--- src/sv/cla_pkg.sv ---
package cla_pkg;

    // command codes carried on the action field
    typedef enum logic [2:0] {
        ACT_NEXT_WEIGHT  = 3'd0,
        ACT_SET_ROW      = 3'd1,
        ACT_NEXT_CHANNEL = 3'd2,
        ACT_WRITE_PIXEL  = 3'd3,
        ACT_WRITE_RESULT = 3'd4
    } action_t;

    localparam int ACTION_BITS    = 3;
    localparam int CFG_INDEX_BITS = 3;

    // configuration register indexes
    localparam logic [CFG_INDEX_BITS-1:0] REG_WEIGHTS_BASE  = 3'd0;
    localparam logic [CFG_INDEX_BITS-1:0] REG_INPUT_BASE    = 3'd1;
    localparam logic [CFG_INDEX_BITS-1:0] REG_OUTPUT_BASE   = 3'd2;
    localparam logic [CFG_INDEX_BITS-1:0] REG_LAYER_WIDTH   = 3'd3;
    localparam logic [CFG_INDEX_BITS-1:0] REG_CHANNELS_IN   = 3'd4;
    localparam logic [CFG_INDEX_BITS-1:0] REG_CHANNELS_OUT  = 3'd5;
    localparam logic [CFG_INDEX_BITS-1:0] REG_STRIDE_IS_TWO = 3'd6;
    localparam logic [CFG_INDEX_BITS-1:0] REG_EXPAND_LAYER  = 3'd7;

    localparam logic REGION_WEIGHT = 1'b0;
    localparam logic REGION_DATA   = 1'b1;

    typedef enum logic [1:0] {
        S_IDLE,
        S_MUL1,
        S_MUL2,
        S_EMIT
    } seq_state_t;

    // control from the sequencer to the datapath
    typedef struct packed {
        logic    accept;      // input transaction taken this cycle
        logic    mac_en;      // load the multiply-add accumulator
        logic    mac_second;  // second pass through the multiply-add
        logic    commit;      // finish the command: pointers and result
        action_t action;      // command being worked on
    } seq_ctrl_t;

endpackage

--- src/sv/cla_mac.sv ---
module cla_mac
    import cla_pkg::*;
#(
    parameter int ADDR_BITS = 32,
    parameter int DIM_BITS  = 10
)
(
    input  logic                 clk,
    input  logic                 en,
    input  logic [ADDR_BITS-1:0] op_a,
    input  logic [DIM_BITS-1:0]  op_b,
    input  logic [DIM_BITS-1:0]  op_c,
    output logic [ADDR_BITS-1:0] acc
);

    logic [ADDR_BITS-1:0] prod;
    logic [ADDR_BITS-1:0] acc_reg;
    logic [ADDR_BITS-1:0] acc_next;

    // a * b + c, wrapping at the address width
    always_comb
    begin
        prod     = op_a * ADDR_BITS'(op_b);
        acc_next = prod + ADDR_BITS'(op_c);
    end

    always_ff @(posedge clk)
    begin
        if (en)
        begin
            acc_reg <= acc_next;
        end
    end

    assign acc = acc_reg;

endmodule

--- src/sv/cla_seq.sv ---
module cla_seq
    import cla_pkg::*;
(
    input  logic                   clk,
    input  logic                   rst_n,
    input  logic                   in_valid,
    output logic                   in_ready,
    input  logic [ACTION_BITS-1:0] action,
    input  logic                   out_free,
    output seq_ctrl_t              ctrl
);

    seq_state_t state_reg, state_next;
    action_t    action_reg, action_next;

    always_ff @(posedge clk or negedge rst_n)
    begin
        if (!rst_n)
        begin
            state_reg  <= S_IDLE;
            action_reg <= ACT_NEXT_WEIGHT;
        end
        else
        begin
            state_reg  <= state_next;
            action_reg <= action_next;
        end
    end

    always_comb
    begin
        state_next      = state_reg;
        action_next     = action_reg;
        in_ready        = 1'b0;
        ctrl.accept     = 1'b0;
        ctrl.mac_en     = 1'b0;
        ctrl.mac_second = 1'b0;
        ctrl.commit     = 1'b0;
        ctrl.action     = action_reg;
        unique case (state_reg)
            S_IDLE:
            begin
                in_ready = 1'b1;
                if (in_valid)
                begin
                    ctrl.accept = 1'b1;
                    action_next = action_t'(action);
                    case (action_t'(action))
                        ACT_NEXT_WEIGHT, ACT_NEXT_CHANNEL, ACT_WRITE_RESULT:
                            state_next = S_EMIT;
                        ACT_SET_ROW, ACT_WRITE_PIXEL:
                            state_next = S_MUL1;
                        default:
                            state_next = S_IDLE;
                    endcase
                end
            end
            S_MUL1:
            begin
                ctrl.mac_en = 1'b1;
                state_next  = S_MUL2;
            end
            S_MUL2:
            begin
                ctrl.mac_en     = 1'b1;
                ctrl.mac_second = 1'b1;
                state_next      = S_EMIT;
            end
            S_EMIT:
            begin
                // set row gives no result, so it never waits on the output
                if (action_reg == ACT_SET_ROW || out_free)
                begin
                    ctrl.commit = 1'b1;
                    state_next  = S_IDLE;
                end
            end
            default:
            begin
                state_next = S_IDLE;
            end
        endcase
    end

    // a result held back by a full output keeps its command
    a_emit_holds: assert property (@(posedge clk) disable iff (!rst_n)
        (state_reg == S_EMIT && !ctrl.commit)
            |=> (state_reg == S_EMIT && $stable(action_reg)))
        else $error("stalled command lost");

    a_busy_in_mul: assert property (@(posedge clk) disable iff (!rst_n)
        ctrl.mac_en |-> !in_ready)
        else $error("ready while multiply-add busy");

    a_idle_ready: assert property (@(posedge clk) disable iff (!rst_n)
        (state_reg == S_IDLE) |-> in_ready)
        else $error("idle sequencer not ready");

endmodule

--- src/sv/cnn_layer_address_generator_top.sv ---
// channel   | handshake               | payload
// ----------+-------------------------+-----------------------------------------
// input     | in_valid / in_ready     | action, row, column
// output    | out_valid / out_ready   | region, address, word_count, is_write
// config    | cfg_write (no wait)     | cfg_index, cfg_data
//
// next weight, next channel and write result go from accept straight to commit
// set input row and write pixel put two passes through the one
//   shared multiply-add unit between accept and commit
// a finished result sits in the output register; the next command is accepted
//   meanwhile and only its own commit, if it gives a result, waits while that register is still full
// rst_n clears configuration, both pointers, the sequencer and out_valid
module cnn_layer_address_generator_top
    import cla_pkg::*;
#(
    parameter int ADDR_BITS = 32,
    parameter int DIM_BITS  = 10
)
(
    input  logic                      clk,
    input  logic                      rst_n,
    input  logic                      in_valid,
    output logic                      in_ready,
    input  logic [ACTION_BITS-1:0]    action,
    input  logic [DIM_BITS-1:0]       row,
    input  logic [DIM_BITS-1:0]       column,
    output logic                      out_valid,
    input  logic                      out_ready,
    output logic                      region,
    output logic [ADDR_BITS-1:0]      address,
    output logic [DIM_BITS-1:0]       word_count,
    output logic                      is_write,
    input  logic                      cfg_write,
    input  logic [CFG_INDEX_BITS-1:0] cfg_index,
    input  logic [ADDR_BITS-1:0]      cfg_data
);

    // layer configuration; the weight base only ever loads the weight pointer
    logic [ADDR_BITS-1:0] input_base_reg;
    logic [ADDR_BITS-1:0] output_base_reg;
    logic [DIM_BITS-1:0]  layer_width_reg;
    logic [DIM_BITS-1:0]  in_depth_reg;
    logic [DIM_BITS-1:0]  out_depth_reg;
    logic                 stride_is_two_reg;
    logic                 expand_layer_reg;

    // running pointers
    logic [ADDR_BITS-1:0] weight_ptr_reg, weight_ptr_next;
    logic [ADDR_BITS-1:0] pixel_ptr_reg, pixel_ptr_next;

    // command operands captured on accept
    logic [DIM_BITS-1:0]  row_reg;
    logic [DIM_BITS-1:0]  column_reg;

    // output register
    logic                 out_valid_reg, out_valid_next;
    logic                 region_reg, region_next;
    logic [ADDR_BITS-1:0] address_reg, address_next;
    logic [DIM_BITS-1:0]  word_count_reg, word_count_next;
    logic                 is_write_reg, is_write_next;

    seq_ctrl_t            ctrl;
    logic                 out_free;
    logic [DIM_BITS-1:0]  out_cols;
    logic [ADDR_BITS-1:0] mac_a;
    logic [DIM_BITS-1:0]  mac_b;
    logic [DIM_BITS-1:0]  mac_c;
    logic [ADDR_BITS-1:0] mac_acc;
    logic [ADDR_BITS-1:0] pixel_offset;

    assign out_free = !out_valid_reg || out_ready;

    cla_seq u_seq (
        .clk      (clk),
        .rst_n    (rst_n),
        .in_valid (in_valid),
        .in_ready (in_ready),
        .action   (action),
        .out_free (out_free),
        .ctrl     (ctrl)
    );

    // operand selection for the shared multiply-add
    //   set row:     pass 1 width * input depth, pass 2 acc * row
    //   write pixel: pass 1 out_cols * row + column, pass 2 acc * output depth
    always_comb
    begin
        out_cols = stride_is_two_reg ? (layer_width_reg >> 1) : layer_width_reg;
        mac_c    = '0;
        if (ctrl.action == ACT_SET_ROW)
        begin
            mac_a = ctrl.mac_second ? mac_acc : ADDR_BITS'(layer_width_reg);
            mac_b = ctrl.mac_second ? row_reg : in_depth_reg;
        end
        else
        begin
            mac_a = ctrl.mac_second ? mac_acc : ADDR_BITS'(out_cols);
            mac_b = ctrl.mac_second ? out_depth_reg : row_reg;
            if (!ctrl.mac_second)
            begin
                mac_c = column_reg;
            end
        end
    end

    cla_mac #(
        .ADDR_BITS (ADDR_BITS),
        .DIM_BITS  (DIM_BITS)
    ) u_mac (
        .clk  (clk),
        .en   (ctrl.mac_en),
        .op_a (mac_a),
        .op_b (mac_b),
        .op_c (mac_c),
        .acc  (mac_acc)
    );

    // expand layers space output pixels twice as far apart
    assign pixel_offset = expand_layer_reg ? (mac_acc << 1) : mac_acc;

    // commit: pointer updates and the result
    always_comb
    begin
        weight_ptr_next = weight_ptr_reg;
        pixel_ptr_next  = pixel_ptr_reg;
        out_valid_next  = out_valid_reg && !out_ready;
        region_next     = region_reg;
        address_next    = address_reg;
        word_count_next = word_count_reg;
        is_write_next   = is_write_reg;
        if (ctrl.commit)
        begin
            case (ctrl.action)
                ACT_NEXT_WEIGHT:
                begin
                    out_valid_next  = 1'b1;
                    region_next     = REGION_WEIGHT;
                    address_next    = weight_ptr_reg;
                    word_count_next = DIM_BITS'(1);
                    is_write_next   = 1'b0;
                    weight_ptr_next = weight_ptr_reg + ADDR_BITS'(1);
                end
                ACT_SET_ROW:
                begin
                    pixel_ptr_next = input_base_reg + mac_acc;
                end
                ACT_NEXT_CHANNEL:
                begin
                    out_valid_next  = 1'b1;
                    region_next     = REGION_DATA;
                    address_next    = pixel_ptr_reg;
                    word_count_next = DIM_BITS'(1);
                    is_write_next   = 1'b0;
                    pixel_ptr_next  = pixel_ptr_reg + ADDR_BITS'(1);
                end
                ACT_WRITE_PIXEL:
                begin
                    out_valid_next  = 1'b1;
                    region_next     = REGION_DATA;
                    address_next    = output_base_reg + pixel_offset;
                    word_count_next = out_depth_reg;
                    is_write_next   = 1'b1;
                end
                ACT_WRITE_RESULT:
                begin
                    out_valid_next  = 1'b1;
                    region_next     = REGION_DATA;
                    address_next    = '0;
                    word_count_next = out_depth_reg;
                    is_write_next   = 1'b1;
                end
                default:
                begin
                    out_valid_next = out_valid_reg && !out_ready;
                end
            endcase
        end
        // a write of the weight base reloads the weight pointer
        if (cfg_write && cfg_index == REG_WEIGHTS_BASE)
        begin
            weight_ptr_next = cfg_data;
        end
    end

    // configuration and pointers
    always_ff @(posedge clk or negedge rst_n)
    begin
        if (!rst_n)
        begin
            input_base_reg    <= '0;
            output_base_reg   <= '0;
            layer_width_reg   <= '0;
            in_depth_reg      <= '0;
            out_depth_reg     <= '0;
            stride_is_two_reg <= 1'b0;
            expand_layer_reg  <= 1'b0;
            weight_ptr_reg    <= '0;
            pixel_ptr_reg     <= '0;
            out_valid_reg     <= 1'b0;
        end
        else
        begin
            out_valid_reg  <= out_valid_next;
            pixel_ptr_reg  <= pixel_ptr_next;
            weight_ptr_reg <= weight_ptr_next;
            if (cfg_write)
            begin
                unique case (cfg_index)
                    REG_WEIGHTS_BASE:  ;
                    REG_INPUT_BASE:    input_base_reg    <= cfg_data;
                    REG_OUTPUT_BASE:   output_base_reg   <= cfg_data;
                    REG_LAYER_WIDTH:   layer_width_reg   <= cfg_data[DIM_BITS-1:0];
                    REG_CHANNELS_IN:   in_depth_reg      <= cfg_data[DIM_BITS-1:0];
                    REG_CHANNELS_OUT:  out_depth_reg     <= cfg_data[DIM_BITS-1:0];
                    REG_STRIDE_IS_TWO: stride_is_two_reg <= cfg_data[0];
                    REG_EXPAND_LAYER:  expand_layer_reg  <= cfg_data[0];
                    default:           stride_is_two_reg <= stride_is_two_reg;
                endcase
            end
        end
    end

    // payload registers
    always_ff @(posedge clk)
    begin
        if (ctrl.accept)
        begin
            row_reg    <= row;
            column_reg <= column;
        end
        region_reg     <= region_next;
        address_reg    <= address_next;
        word_count_reg <= word_count_next;
        is_write_reg   <= is_write_next;
    end

    assign out_valid  = out_valid_reg;
    assign region     = region_reg;
    assign address    = address_reg;
    assign word_count = word_count_reg;
    assign is_write   = is_write_reg;

    // commands that go through the multiply-add keep the block busy
    a_mul_busy: assert property (@(posedge clk) disable iff (!rst_n)
        (in_valid && in_ready && (action == ACT_SET_ROW || action == ACT_WRITE_PIXEL))
            |=> !in_ready ##1 !in_ready ##1 !in_ready)
        else $error("multiply command accepted too early");

    // a weight read into an empty output shows up after the emit state and the output register
    a_weight_read: assert property (@(posedge clk) disable iff (!rst_n)
        (in_valid && in_ready && action == ACT_NEXT_WEIGHT && !out_valid)
            |=> ##1 (out_valid && region == REGION_WEIGHT && !is_write
                     && word_count == DIM_BITS'(1)))
        else $error("weight read transaction missing");

    a_weight_reload: assert property (@(posedge clk) disable iff (!rst_n)
        (cfg_write && cfg_index == REG_WEIGHTS_BASE)
            |=> (weight_ptr_reg == $past(cfg_data)))
        else $error("weight pointer not reloaded");

    a_set_row_silent: assert property (@(posedge clk) disable iff (!rst_n)
        (ctrl.commit && ctrl.action == ACT_SET_ROW && !out_valid)
            |=> !out_valid)
        else $error("set row produced a transaction");

endmodule

--- config.mk ---
export PLATFORM = sky130hd
export DESIGN_NAME = cnn_layer_address_generator_top
export DESIGN_NICKNAME = d
export VERILOG_FILES = /design/src/sv/cla_pkg.sv /design/src/sv/cla_mac.sv /design/src/sv/cla_seq.sv /design/src/sv/cnn_layer_address_generator_top.sv
export SDC_FILE = /design/constraint.sdc
export NUM_CORES = 1
export LEC_CHECK = 0
export ABC_AREA = 0
export BUFFER_PORTS_ARGS = -buffer_cell sky130_fd_sc_hd__buf_4
export CAP_MARGIN = 20
export CORE_UTILIZATION = 35
export CTS_CLUSTER_DIAMETER = 60
export DETAILED_ROUTE_END_ITERATION = 10
export GPL_ROUTABILITY_DRIVEN = 0
export HOLD_SLACK_MARGIN = 0.15
export SLEW_MARGIN = 20
export SYNTH_ARGS = -nofsm -noshare
export SYNTH_HDL_FRONTEND = slang
export SYNTH_SLANG_ARGS = --single-unit
--- constraint.sdc ---
create_clock -name clk -period 6.75 [get_ports clk]
set_input_delay 0.3375 -clock clk [delete_from_list [all_inputs] [get_ports clk]]
set_output_delay 0.3375 -clock clk [all_outputs]
set_load 0.005 [all_outputs]
# Yosys cells after proc, flatten, opt, wreduce, memory -nomap -nowiden
# Cells that the tools add are included.
# classes
n_eq_ne	20
multipliers	1
add_sub_neg	5
muxes	31
n_reduce_logical	37
# ops
op	n
$mux W32	7
$pmux W32 S4	1
$add A32 B1 Y32 const B	2
$add A32 B32 Y32	2
$pmux W32 S2	1
$mux W10	6
$add A32 B10 Y32	1
$mul A32 B10 Y32	1
$reduce_and A2 Y1	14
$pmux W10 S2	1
$eq A3 B2 Y1 const B	6
$eq A3 B3 Y1 const B	6
$reduce_bool A2 Y1	5
$eq A3 B1 Y1 const B	3
$logic_not A3 Y1	3
$mux W1	9
$pmux W2 S4	1
$reduce_or A2 Y1	4
$reduce_or A3 Y1	2
$eq A2 B2 Y1 const B	2
$mux W2	2
$pmux W1 S2	2
$pmux W2 S2	1
$reduce_bool A4 Y1	1
8 further kinds	11
# word_totals
in_bits	63
ff_bits	262

# Logic depth before layout (Yosys ltp)
# Gate-level depths: netlist (run 1).
# logic_depth
ltp_word	7
mapped_depth	30

# Modules after synthesis
# Synthesis (run 1) repeated with hierarchy kept, for this count alone.
# hier_totals
hier_cells	2563
hier_area_um2	24135.6
# modules_own_cells
mod	seq_area_each_um2	area_per_inst_um2	instances	cells_each
cnn_layer_address_generator_top	5950.7	14019.7	1	1445
cla_mac	960.9	9800.6	1	1090
cla_seq	125.1	315.3	1	28

# Worst setup path before layout (run 1)
# No wires, ideal clock.
# synth_path
path_type	register to register
startpoint	reg u_seq.state_reg[0]
endpoint	reg u_mac.acc_reg[31] (netlist: u_mac.acc[31]), data pin
t_required_ns	6.490
path_stages_with_launch	29
setup_slack_ns	-0.571
t_arrival_ns	7.061
path_cell_list	dfrtp_1 > inv_1 > ha_1 > clkbuf_1 > clkbuf_1 > clkbuf_1 > buf_1 > nand2_1 > o21ai_0 > nand2_1 > fa_1 > fa_1 > fa_1 > inv_1 > fa_1 > inv_1 > fa_1 > inv_1 > ha_1 > o21a_1 > nor3_1 > o21bai_1 > o2111ai_1 > a21boi_0 > a221o_1 > a41oi_1 > a21oi_1 > o22ai_1 > xnor2_1
# synth_via
elab_chain_len	6
elab_cells_between_ends	12
cone_classes	1 x add/sub; 1 x mul; 1 x eq/ne; 9 x mux
# synth_rtl
element	line	rtl
start, declared	cla_seq.sv:13	seq_state_t state_reg, state_next;
start signal, assigned	cla_seq.sv:25	state_reg <= state_next;
$eq A2 B2 Y1 *	cla_seq.sv:40	unique case (state_reg)
$mux W1 *	cla_seq.sv:40	
$mux W32 (tied with other cells)	cnn_layer_address_generator_top.sv:97	mac_a = ctrl.mac_second ? mac_acc : ADDR_BITS'(out_cols);
$mux W32 / $mux W10 (equally long branches)	cnn_layer_address_generator_top.sv:90	if (ctrl.action == ACT_SET_ROW)
$mul A32 B10 Y32	cla_mac.sv:23	prod = op_a * ADDR_BITS'(op_b);
$add A32 B10 Y32 *	cla_mac.sv:24	acc_next = prod + ADDR_BITS'(op_c);
via u_mac.acc_next[31]	cla_mac.sv:18	logic [ADDR_BITS-1:0] acc_next;
end signal, assigned	cla_mac.sv:31	acc_reg <= acc_next;
end, declared	cla_mac.sv:17	logic [ADDR_BITS-1:0] acc_reg;
# Mark *: on every way through the listed nets, which the timed path passes. The rest lies on a longest branch.
# A chain may end at the register's enable or synchronous reset.

# Worst setup path after layout (run 1)
# layout_path
startpoint	reg u_seq.action_reg[1]
endpoint	reg u_mac.acc_reg[31] (netlist: u_mac.acc[31]), data pin
# layout_via
elab_chain_len	4
elab_cells_between_ends	6
cone_classes	1 x add/sub; 1 x mul; 1 x eq/ne; 3 x mux
# layout_rtl
element	line	rtl
start, declared	cla_seq.sv:14	action_t action_reg, action_next;
start signal, assigned	cla_seq.sv:26	action_reg <= action_next;
$eq A3 B1 Y1 *	cnn_layer_address_generator_top.sv:90	
$mux W32 / $mux W10 (equally long branches)	cnn_layer_address_generator_top.sv:90	
$mul A32 B10 Y32	cla_mac.sv:23	
$add A32 B10 Y32 *	cla_mac.sv:24	
via u_mac.acc_next[31]	cla_mac.sv:18	
# Marked as above.

==> parameters.txt, run 1 <==
Parameter                              Value

Drt
  Antenna violation net count after detailed routing ... 0
  First drt pass iteration count ... 8
  Initial DRC count ... 1,742
  DRC violations left ... 0
  Total routed wirelength ... 72.31 mm
  Via total after detailed routing ... 19,240
  Mean routed wirelength per cell ... 20.03 µm
  Average vias per placed instance ... 5.330

Die
  IO Count ... 109
  Die Ht ... 262.7 µm
  # rows ... 95
  Die Area ... 0.06900 mm²
  Die span in x ... 262.7 µm
  Core region area ... 0.06716 mm²
  Starting density of the core ... 35.41%

Final layout
  Share of post-route cells with drive strength above 1 ... 16.21%
  Most frequent cells in the layout ... inv_1 (289), nand2_1 (283), fa_1 (207), nor2_1 (203), buf_4 (185)
  Net count reported at finish ... 3,120
  FILL cells ... 6,440
  Most common cell after layout, fill and taps aside ... inv_1
  Area delta synth->final ... 17.85%
  Non-filler cells, final ... 3,609

CTS
  Clock sink count ... 262
  Number of levels the H-tree was split into ... 2
  Clock tree from TritonCTS ... built
  Clock tree root driver cell ... clkbuf_16
  Bufs on Longest Clock Path ... 3
  Clk_lat worst skew ... 0.55 ns
  Clock buffers created by TritonCTS ... 35
  Clk slew on worst S/H paths ... 0.06 ns

GRT
  Largest net degree at the start of global routing ... 109
  Global route overflow ... 0
  Antenna violations before repair ... 5
  Number of global-route vias before repair ... 20,150
  Total routing usage reported by global routing ... 21.02%
  Wire length of the first global-routing pass ... 114.1 mm

Timing
  Fraction of the cycle the final worst path needs ... 97.48%
  Slew Viols, Final ... 0
  Clock tree skew after final layout ... 0.01924 ns
  Worst Hold Margin ... 0.1801 ns
  Actual slew at the worst max-slew pin ... 1.067 ns
  Hold Vio Cnt, Final ... 0
  Max-Slew Margin vs Limit ... 28.62%
  Timing-limited maximum frequency ... 152.0 MHz
  Unrepaired setup endpoints after global routing ... true
  Clock period minus worst slack ... 6.580 ns
  Total setup violations reported at the end of the flow ... 0

Critical path
  Number of buffer and inverter instances along the worst setup path ... 6
  Critical path startpoint ... u_seq.action_reg[1]$_DFFE_PN0P_
  Delay of the slowest cell on the worst path ... 0.56 ns
  Worst path slowest cell ... fa_1
  Startpoint of the worst-slack reg-to-reg timing path ... u_seq.action_reg[1]$_DFFE_PN0P_
  Arrival time at the worst endpoint ... 6.88 ns
  Setup Crit Path Kind ... register to register
  Required arrival time at the worst endpoint ... 7.05 ns
  Critical path fanouts, max ... 4
  Startpoint type of the worst setup path ... register
  Worst path top cell family by delay ... adder cells
  Nature of the critical path endpoint ... register
  Cell occurring most often along the worst timing path ... fa_1

Synthesis
  Cell count after synthesis ... 2,523
  Net count after synthesis ... 2,935
  EDFF count, synth ... 96
  Mean area per synthesized cell ... 9.426 µm²
  Library cells used by synthesis ... 72
  Netlist area before placement ... 0.02378 mm²
  Share of flip-flops with an asynchronous set or reset after synthesis ... 63.36%
  Synthesized flop and latch total ... 262
  Share of the yosys chip area belonging to registers ... 29.59%
  Yosys warning total ... 0
  Most used DFF post-synth ... dfrtp_1

Place
  Number of port buffers ... 108
  Instance count after placement with tap cells included ... 3,480
  HPWL after detailed placement ... 55.49 mm

Min path
  Worst min-delay path startpoint ... cfg_write
  HP Class ... primary input to register

Status
  Result of the run ... completed

Run
  Max capacitance violation total ... 0
==> cell usage after synthesis (all sizes together) (4+ instances only) <==
cell type,instances,area [µm²]
a211o,4,35.03
a211oi,15,112.6
a21o,42,315.3
a21oi,121,605.6
a221o,5,50.05
a221oi,16,140.1
a22oi,7,52.55
a31oi,15,93.84
a41oi,5,43.79
and2,30,187.7
and3,25,156.4
buf,20,100.1
clkbuf,82,307.8
dfrtp,166,4154
edfxtp,96,2883
fa,209,4184
ha,140,1752
inv,291,1092
mux2,132,1486
mux2i,40,429.2
nand2,289,1090
nand2b,19,118.9
nand3,69,345.3
nand4,17,106.4
nor2,205,769.5
nor2b,30,187.7
nor3,23,115.1
nor3b,8,71.32
nor4,10,68.81
o21a,26,195.2
o21ai,160,800.8
o21bai,14,105.1
o22ai,13,81.33
o31ai,4,30.03
or2,9,56.30
or3,8,50.05
xnor2,70,620.6
xor2,48,420.4
==> what timing repair did <==
item,in CTS,in global routing
gates resized for setup,5,44
hold endpoints to repair,257,0
endpoints found under the setup margin,5,12
pin swaps,2,18
hold buffers,57,0
buffers inserted,0,7
==> routing by layer <==
metal | wire [µm] | global-route usage (%) | vias to the layer above
li1 | - | - | 8883
met1 | 30590 | 27.34 | 9494
met2 | 33670 | 34.38 | 695
met3 | 5324 | 4.282 | 157
met4 | 2696 | 7.949 | 6
met5 | 34 | 0 | -
==> logic make-up (layout without fill, tap and decap cells) <==
group,after synthesis,count (layout),share of synthesized area (%)
compound gates,475,475,12.25
xor+xnor,119,119,4.472
fa+ha+maj,349,349,24.96
buf+inv,393,603,6.308
flops,262,262,29.59
mux,172,172,8.055
other cells,0,3,0
simple gates,753,753,14.37
==> per-stage QoR <==
stage / util, % / area (µm²) / setup TNS [ns] / setup slack (ns)
CTS: 41.34 / 27770 / 0 / 0.02262
floorplan: - / 23800 / 0 / 0.0008664
global route: 41.73 / 28020 / -0.07529 / -0.04639
detailed placement: 38.67 / 25970 / -0.1593 / -0.1079
finish: 41.73 / 28030 / 0 / 0.1702
global placement: 38.67 / 25970 / 0 / 0.05849
==> final timing paths <==
path | to | slack [ns] | depth (start not counted)
max | u_mac.acc[31]$_DFFE_PP_ | 0.17 | 26
min | expand_layer_reg$_DFFE_PN0P_ | 0.18 | 3
max reg2reg | u_mac.acc[31]$_DFFE_PP_ | 0.17 | 26
min reg2reg | in_depth_reg[1]$_DFFE_PN0P_ | 0.51 | 1
max in group asynchronous | input_base_reg[24]$_DFFE_PN0P_ | 4.95 | 3
min in group asynchronous | weight_ptr_reg[6]$_DFFE_PN0P_ | 0.44 | 2
==> cell type report <==
class	instances	area (µm²)	area share, %
flip-flops and latches	262	7038	25.11
inverters	291	1092	3.897
well taps	873	1092	3.897
clock buffers	39	900.9	3.214
diodes	3	7.507	0.02678
repair buffers	250	2091	7.460
multi-input cells	1868	15500	55.29
clock inverters	23	310.3	1.107
==> tightest hold or removal path, stage by stage <==
cell and delay [ns]:
buf_4 0.13, nand4_1 0.09, mux2_2 0.14
Power of run 1 is not shown: default switching activity piles up to over one toggle a cycle in this logic, so the estimate is an artifact.
==> run 2: changes to the inputs <==
--- a/config.mk
+++ b/config.mk
@@ -13,6 +13,7 @@
 export DETAILED_ROUTE_END_ITERATION = 10
 export GPL_ROUTABILITY_DRIVEN = 0
 export HOLD_SLACK_MARGIN = 0.15
+export SETUP_SLACK_MARGIN = 0.4
 export SLEW_MARGIN = 20
 export SYNTH_ARGS = -nofsm -noshare
 export SYNTH_HDL_FRONTEND = slang
==> run 2 against run 1 <==
  * Register-to-register slack barely moved
  * Highest routed layer is now met4
  * Design area rose by 2.8%
  * Via count rose by 2.5%
  * Critical endpoint is now u_mac.acc[29]$_DFFE_PP_
  * Critical path type unchanged
==> parameters.txt, run 2 (synthesis gave the netlist of run 1 again) <==
Parameter                              Value

Timing
  Hold Vio Cnt, Final ... 0 (unchanged)
  Actual slew at the worst max-slew pin ... 1.119 ns (was 1.067 ns)
  Max-Slew Margin vs Limit ... 25.20% (was 28.62%)
  Timing-limited maximum frequency ... 151.8 MHz (was 152.0 MHz)
  Fraction of the cycle the final worst path needs ... 97.58% (was 97.48%)
  Clock period minus worst slack ... 6.587 ns (was 6.580 ns)
  Total setup violations reported at the end of the flow ... 0 (unchanged)
  Clock tree skew after final layout ... 0.03034 ns (was 0.01924 ns)
  Slew Viols, Final ... 0 (unchanged)
  Unrepaired setup endpoints after global routing ... true (unchanged)

CTS
  Clock sink count ... 262 (unchanged)
  Clock tree from TritonCTS ... built (unchanged)
  Clock buffers created by TritonCTS ... 37 (was 35)
  Clock tree root driver cell ... clkbuf_16 (unchanged)
  Number of levels the H-tree was split into ... 2 (unchanged)
  Clk slew on worst S/H paths ... 0.06 ns (about the same)
  Clk_lat worst skew ... 0.58 ns (was 0.55 ns)
  Bufs on Longest Clock Path ... 3 (unchanged)

Die
  Starting density of the core ... 35.41% (unchanged)
  # rows ... 95 (unchanged)
  Die Ht ... 262.7 µm (unchanged)
  Core region area ... 0.06716 mm² (unchanged)
  Die Area ... 0.06900 mm² (unchanged)
  Die span in x ... 262.7 µm (unchanged)
  IO Count ... 109 (unchanged)

Drt
  Via total after detailed routing ... 19,710 (was 19,240)
  Initial DRC count ... 1,559 (was 1,742)
  Average vias per placed instance ... 5.409 (was 5.330)
  Total routed wirelength ... 75.14 mm (was 72.31 mm)
  First drt pass iteration count ... 7 (was 8)
  DRC violations left ... 0 (unchanged)
  Antenna violation net count after detailed routing ... 0 (unchanged)
  Mean routed wirelength per cell ... 20.62 µm (was 20.03 µm)

Final layout
  Most frequent cells in the layout ... inv_1 (289), nand2_1 (283), fa_1 (205), nor2_1 (200), buf_4 (198) (was inv_1 (289), nand2_1 (283), fa_1 (207), nor2_1 (203), buf_4 (185))
  Net count reported at finish ... 3,153 (was 3,120)
  Area delta synth->final ... 21.12% (was 17.85%)
  Share of post-route cells with drive strength above 1 ... 18.74% (was 16.21%)
  Most common cell after layout, fill and taps aside ... inv_1 (unchanged)
  Util after Layout ... 42.89% (was 41.73%)
  FILL cells ... 6,354 (was 6,440)

Critical path
  Worst path top cell family by delay ... adder cells (unchanged)
  Delay of the slowest cell on the worst path ... 0.54 ns (was 0.56 ns)
  Startpoint type of the worst setup path ... register (unchanged)
  Critical path fanouts, max ... 7 (was 4)
  Worst path slowest cell ... fa_1 (unchanged)
  Setup Crit Path Kind ... register to register (unchanged)
  Nature of the critical path endpoint ... register (unchanged)
  Number of buffer and inverter instances along the worst setup path ... 8 (was 6)
  Arrival time at the worst endpoint ... 6.90 ns (was 6.88 ns)
  Required arrival time at the worst endpoint ... 7.06 ns (was 7.05 ns)

Place
  HPWL after detailed placement ... 55.42 mm (was 55.49 mm)
  Number of port buffers ... 108 (unchanged)

GRT
  Antenna violations before repair ... 2 (was 5)
  Number of global-route vias before repair ... 20,600 (was 20,150)
  Total routing usage reported by global routing ... 21.87% (was 21.02%)
  Global route overflow ... 0 (unchanged)
  Wire length of the first global-routing pass ... 117.7 mm (was 114.1 mm)
  Largest net degree at the start of global routing ... 102 (was 109)

Min path
  HP Class ... primary input to register (unchanged)

Status
  Result of the run ... completed (unchanged)

Run
  Max capacitance violation total ... 0 (unchanged)
run 2: changes by cell type in the layout (fill, tap and decap cells not counted), sizes merged:
cell / change
clkinvlp: +1
bufbuf: +2
bufinv: -5
inv: +8
diode: -2
buf: +29
clkinv: +2
run 2: what timing repair did:
item / in CTS / in global routing
gates cloned: 6 / 1
hold endpoints to repair: 252 / 0
setup endpoints to repair: 12 / 16
setup buffers: 26 / 19
gates resized for setup: 62 / 46
pin swaps: 29 / 25
hold buffers: 57 / 0
run 2: layout make-up:
class / count / area [µm²] / area share (%)
antenna: 1 / 2.502 / 0.008687
tap: 873 / 1092 / 3.792
multi-input combinational: 1868 / 15860 / 55.06
clock buffer: 39 / 943.4 / 3.275
inverter: 291 / 1092 / 3.792
clock inverter: 29 / 250.2 / 0.8687
timing repair buffer: 281 / 2527 / 8.774
sequential: 262 / 7037 / 24.43
run 2: final timing paths:
kind	slack [ns]	cells after the start	start	end
max	0.16	27	u_seq.action_reg[0]$_DFFE_PN0P_	u_mac.acc[29]$_DFFE_PP_
min	0.21	3	cfg_index[1]	stride_is_two_reg$_DFFE_PN0P_
max reg2reg	0.16	27	u_seq.action_reg[0]$_DFFE_PN0P_	u_mac.acc[29]$_DFFE_PP_
min reg2reg	0.51	1	out_depth_reg[9]$_DFFE_PN0P_	out_depth_reg[9]$_DFFE_PN0P_
max in group asynchronous	4.75	3	rst_n	output_base_reg[29]$_DFFE_PN0P_
min in group asynchronous	0.47	2	rst_n	weight_ptr_reg[7]$_DFFE_PN0P_
run 2: per-layer routing:
metal | wire, µm | global-route usage [%] | vias to the layer above
met5 | 0 | 0 | -
met1 | 30850 | 27.76 | 9760
met4 | 3593 | 9.618 | 0
li1 | - | - | 8958
met3 | 5443 | 4.348 | 189
met2 | 35250 | 36.07 | 803
run 2: stage by stage:
step	hold slack, ns	instances	TNS, ns	instance area (µm²)	worst slack [ns]
global placement	0.4888	3466	0	25990	0.1599
finish	0.2115	3644	0	28810	0.1631
CTS	0.1759	3623	0	28430	0.2260
global route	0.2098	3643	-0.02211	28800	-0.02211
detailed placement	0.4928	3466	-0.01895	25990	-0.01895
floorplan	0.04191	2523	0	23890	0.4124
run 2: worst register-to-register path: cells and delay by family (launching register included):
family          cells  cell delay [ns]
fa+ha+maj           6             2.74
compound gates      6             1.26
buf+inv             8             0.91
simple gates        5             0.56
mux                 2             0.49
flops               1             0.39
Power of run 2 is left out for the same reason.
==> run 3: changes to the inputs <==
--- a/config.mk
+++ b/config.mk
@@ -8,11 +8,13 @@
 export ABC_AREA = 0
 export BUFFER_PORTS_ARGS = -buffer_cell sky130_fd_sc_hd__buf_4
 export CAP_MARGIN = 20
+export CORE_MARGIN = 4
 export CORE_UTILIZATION = 35
 export CTS_CLUSTER_DIAMETER = 60
 export DETAILED_ROUTE_END_ITERATION = 10
 export GPL_ROUTABILITY_DRIVEN = 0
 export HOLD_SLACK_MARGIN = 0.15
+export MAX_ROUTING_LAYER = met4
 export SETUP_SLACK_MARGIN = 0.4
 export SLEW_MARGIN = 20
 export SYNTH_ARGS = -nofsm -noshare
==> run 3 against run 2 <==
  * Cell count fell by 0.30%
  * Fmax up 1.2%
  * Utilization is 0.61 points lower
  * Clock skew is 0.00058 ns higher
  * Global-route usage down 1.1 points
  * Critical path depth is 3 lower
  * Via count decreased by 1.2%
  * Flip-flop and latch count did not move
  * Clock-buffer cell count increased by 10
==> parameters.txt, run 3 (synthesis gave the netlist of run 1 again) <==
Parameter                              Value

Status
  Result of the run ... completed (unchanged)

Critical path
  Worst R2R End ... u_mac.acc[27]$_DFFE_PP_ (was u_mac.acc[29]$_DFFE_PP_)
  Arrival time at the worst endpoint ... 6.80 ns (was 6.90 ns)
  Startpoint of the worst-slack reg-to-reg timing path ... u_seq.action_reg[1]$_DFFE_PN0P_ (was u_seq.action_reg[0]$_DFFE_PN0P_)
  Critical path startpoint ... u_seq.action_reg[1]$_DFFE_PN0P_ (was u_seq.action_reg[0]$_DFFE_PN0P_)
  Startpoint type of the worst setup path ... register (unchanged)
  Reg-to-reg slack, setup ... 0.24 ns (was 0.16 ns)
  Nature of the critical path endpoint ... register (unchanged)
  Setup Crit Path Kind ... register to register (unchanged)
  Critical path fanouts, max ... 12 (was 7)
  Worst setup path end ... u_mac.acc[27]$_DFFE_PP_ (was u_mac.acc[29]$_DFFE_PP_)
  Path depth of the worst reg2reg path ... 24 (was 27)
  Required arrival time at the worst endpoint ... 7.05 ns (was 7.06 ns)

Timing
  Worst Hold Margin ... 0.1983 ns (was 0.2115 ns)
  Hold Vio Cnt, Final ... 0 (unchanged)
  Slew Viols, Final ... 0 (unchanged)
  Max-Slew Margin vs Limit ... 33.70% (was 25.20%)
  Clock period minus worst slack ... 6.506 ns (was 6.587 ns)
  Clock tree skew after final layout ... 0.03091 ns (was 0.03034 ns)
  Setup total negative slack ... 0 ns (unchanged)
  Fraction of the cycle the final worst path needs ... 96.39% (was 97.58%)
  Timing-limited maximum frequency ... 153.7 MHz (was 151.8 MHz)
  Actual slew at the worst max-slew pin ... 0.9945 ns (was 1.119 ns)
  Total setup violations reported at the end of the flow ... 0 (unchanged)
  Unrepaired setup endpoints after global routing ... true (unchanged)

Min path
  HP Class ... primary input to register (unchanged)
  Worst min-delay path startpoint ... cfg_index[0] (was cfg_index[1])
  WHS Path Cells ... 3 (unchanged)

CTS
  Clk slew on worst S/H paths ... 0.06 ns (about the same)
  Clock tree from TritonCTS ... built (unchanged)
  Number of levels the H-tree was split into ... 2 (unchanged)
  Clock tree root driver cell ... clkbuf_16 (unchanged)
  Clock sink count ... 262 (unchanged)
  Bufs on Longest Clock Path ... 3 (unchanged)
  Clock buffers created by TritonCTS ... 36 (was 37)
  Clk_lat worst skew ... 0.57 ns (was 0.58 ns)

GRT
  Wire length of the first global-routing pass ... 114.5 mm (was 117.7 mm)
  Antenna violations before repair ... 2 (unchanged)
  Total routing usage reported by global routing ... 20.77% (was 21.87%)
  Number of global-route vias before repair ... 20,340 (was 20,600)
  Largest net degree at the start of global routing ... 104 (was 102)
  Global route overflow ... 0 (unchanged)

Die
  Die span in x ... 268.7 µm (was 262.7 µm)
  Core region area ... 0.06728 mm² (was 0.06716 mm²)
  IO Count ... 109 (unchanged)
  Starting density of the core ... 35.35% (was 35.41%)
  Die Area ... 0.07219 mm² (was 0.06900 mm²)
  Die Ht ... 268.7 µm (was 262.7 µm)
  # rows ... 95 (unchanged)

Drt
  Mean routed wirelength per cell ... 19.93 µm (was 20.62 µm)
  First drt pass iteration count ... 5 (was 7)
  Average vias per placed instance ... 5.361 (was 5.409)
  Antenna violation net count after detailed routing ... 0 (unchanged)
  Total routed wirelength ... 72.42 mm (was 75.14 mm)
  DRC violations left ... 0 (unchanged)
  Via total after detailed routing ... 19,480 (was 19,710)
  Initial DRC count ... 1,574 (was 1,559)

Final layout
  Final Instance Area ... 0.02844 mm² (was 0.02881 mm²)
  Area delta synth->final ... 19.60% (was 21.12%)
  FILL cells ... 6,453 (was 6,354)
  Most frequent cells in the layout ... nand2_1 (284), inv_1 (283), fa_1 (205), nor2_1 (201), buf_4 (188) (was inv_1 (289), nand2_1 (283), fa_1 (205), nor2_1 (200), buf_4 (198))
  Share of post-route cells with drive strength above 1 ... 18.09% (was 18.74%)
  Most common cell after layout, fill and taps aside ... nand2_1 (was inv_1)
  Net count reported at finish ... 3,142 (was 3,153)

Place
  HPWL after detailed placement ... 54.68 mm (was 55.42 mm)
  Placed inst area ... 0.02596 mm² (was 0.02599 mm²)
  Number of port buffers ... 108 (unchanged)

Run
  Max capacitance violation total ... 0 (unchanged)
==> run 3: cell types whose count changed in the layout (fill, tap and decap cells not counted), moves of 6 or more <==
| cell | delta |
|---|---|
| ha_4 | -7 |
| mux2i_4 | -9 |
| clkbuf_1 | +7 |
| ha_1 | +8 |
| buf_4 | -10 |
| inv_1 | -6 |
| inv_2 | +6 |
| inv_6 | -6 |
==> run 3: cell type report <==
type / count / area [µm²] / area share, %
antenna: 2 / 5.005 / 0.01760
clock buffer: 49 / 1022 / 3.594
clock inverter: 17 / 110.1 / 0.3871
inverter: 291 / 1092 / 3.840
multi-input combinational: 1869 / 15700 / 55.21
sequential: 262 / 7038 / 24.74
tap: 873 / 1092 / 3.840
timing repair buffer: 270 / 2381 / 8.371
==> run 3: worst max-delay path, cell delays in order (launching register included) <==
cell and delay, ns:
dfrtp_1 0.42, nor3b_4 0.26, buf_12 0.19, buf_4 0.13, mux2i_2 0.28, mux2_4 0.29
nor2_2 0.07, fa_1 0.57, fa_1 0.46, fa_1 0.51, fa_1 0.53, inv_2 0.04
fa_1 0.52, inv_2 0.05, ha_4 0.22, a21oi_2 0.13, nand2_1 0.10, o2111ai_2 0.23
a21boi_2 0.10, a221o_1 0.40, buf_6 0.14, a41oi_4 0.22, o21bai_1 0.14, a21oi_2 0.15
xnor2_1 0.08
==> run 3: worst min-delay path by stage <==
stage                                   endpoint  slack [ns]
detailed placement  out_depth_reg[9]$_DFFE_PN0P_        0.50
global route        expand_layer_reg$_DFFE_PN0P_        0.20
CTS                 expand_layer_reg$_DFFE_PN0P_        0.17
global placement    out_depth_reg[9]$_DFFE_PN0P_        0.49
finish              expand_layer_reg$_DFFE_PN0P_        0.20
floorplan           expand_layer_reg$_DFFE_PN0P_        0.04
==> run 3: routing by layer <==
| layer | vias up | share of wire, % | track usage (%) |
|---|---|---|---|
| li1 | 8936 | - | - |
| met1 | 9667 | 42 | 26.51 |
| met2 | 701 | 48 | 34.16 |
| met3 | 173 | 6.8 | 3.194 |
| met4 | 0 | 3.8 | 6.711 |
| met5 | - | 0 | - |
==> run 3: timing repair <==
item	4_1_cts	5_1_grt
gates resized for setup	50	38
hold buffers	57	0
buffers inserted	27	10
endpoints found under the hold margin	254	0
pin swaps	25	20
gates cloned	5	0
setup endpoints to repair	12	13
==> run 3: per-stage QoR <==
stage | instances | util (%) | worst slack [ns]
final | 3633 | 42.28 | 0.2438
after global routing | 3632 | 42.27 | 0.09565
after CTS | 3620 | 41.96 | 0.3245
after detailed placement | 3465 | 38.58 | -0.05828
after global placement | 3465 | 38.58 | 0.01614
after floorplan | 2523 | - | 0.4124
Power of run 3 is left out for the same reason.
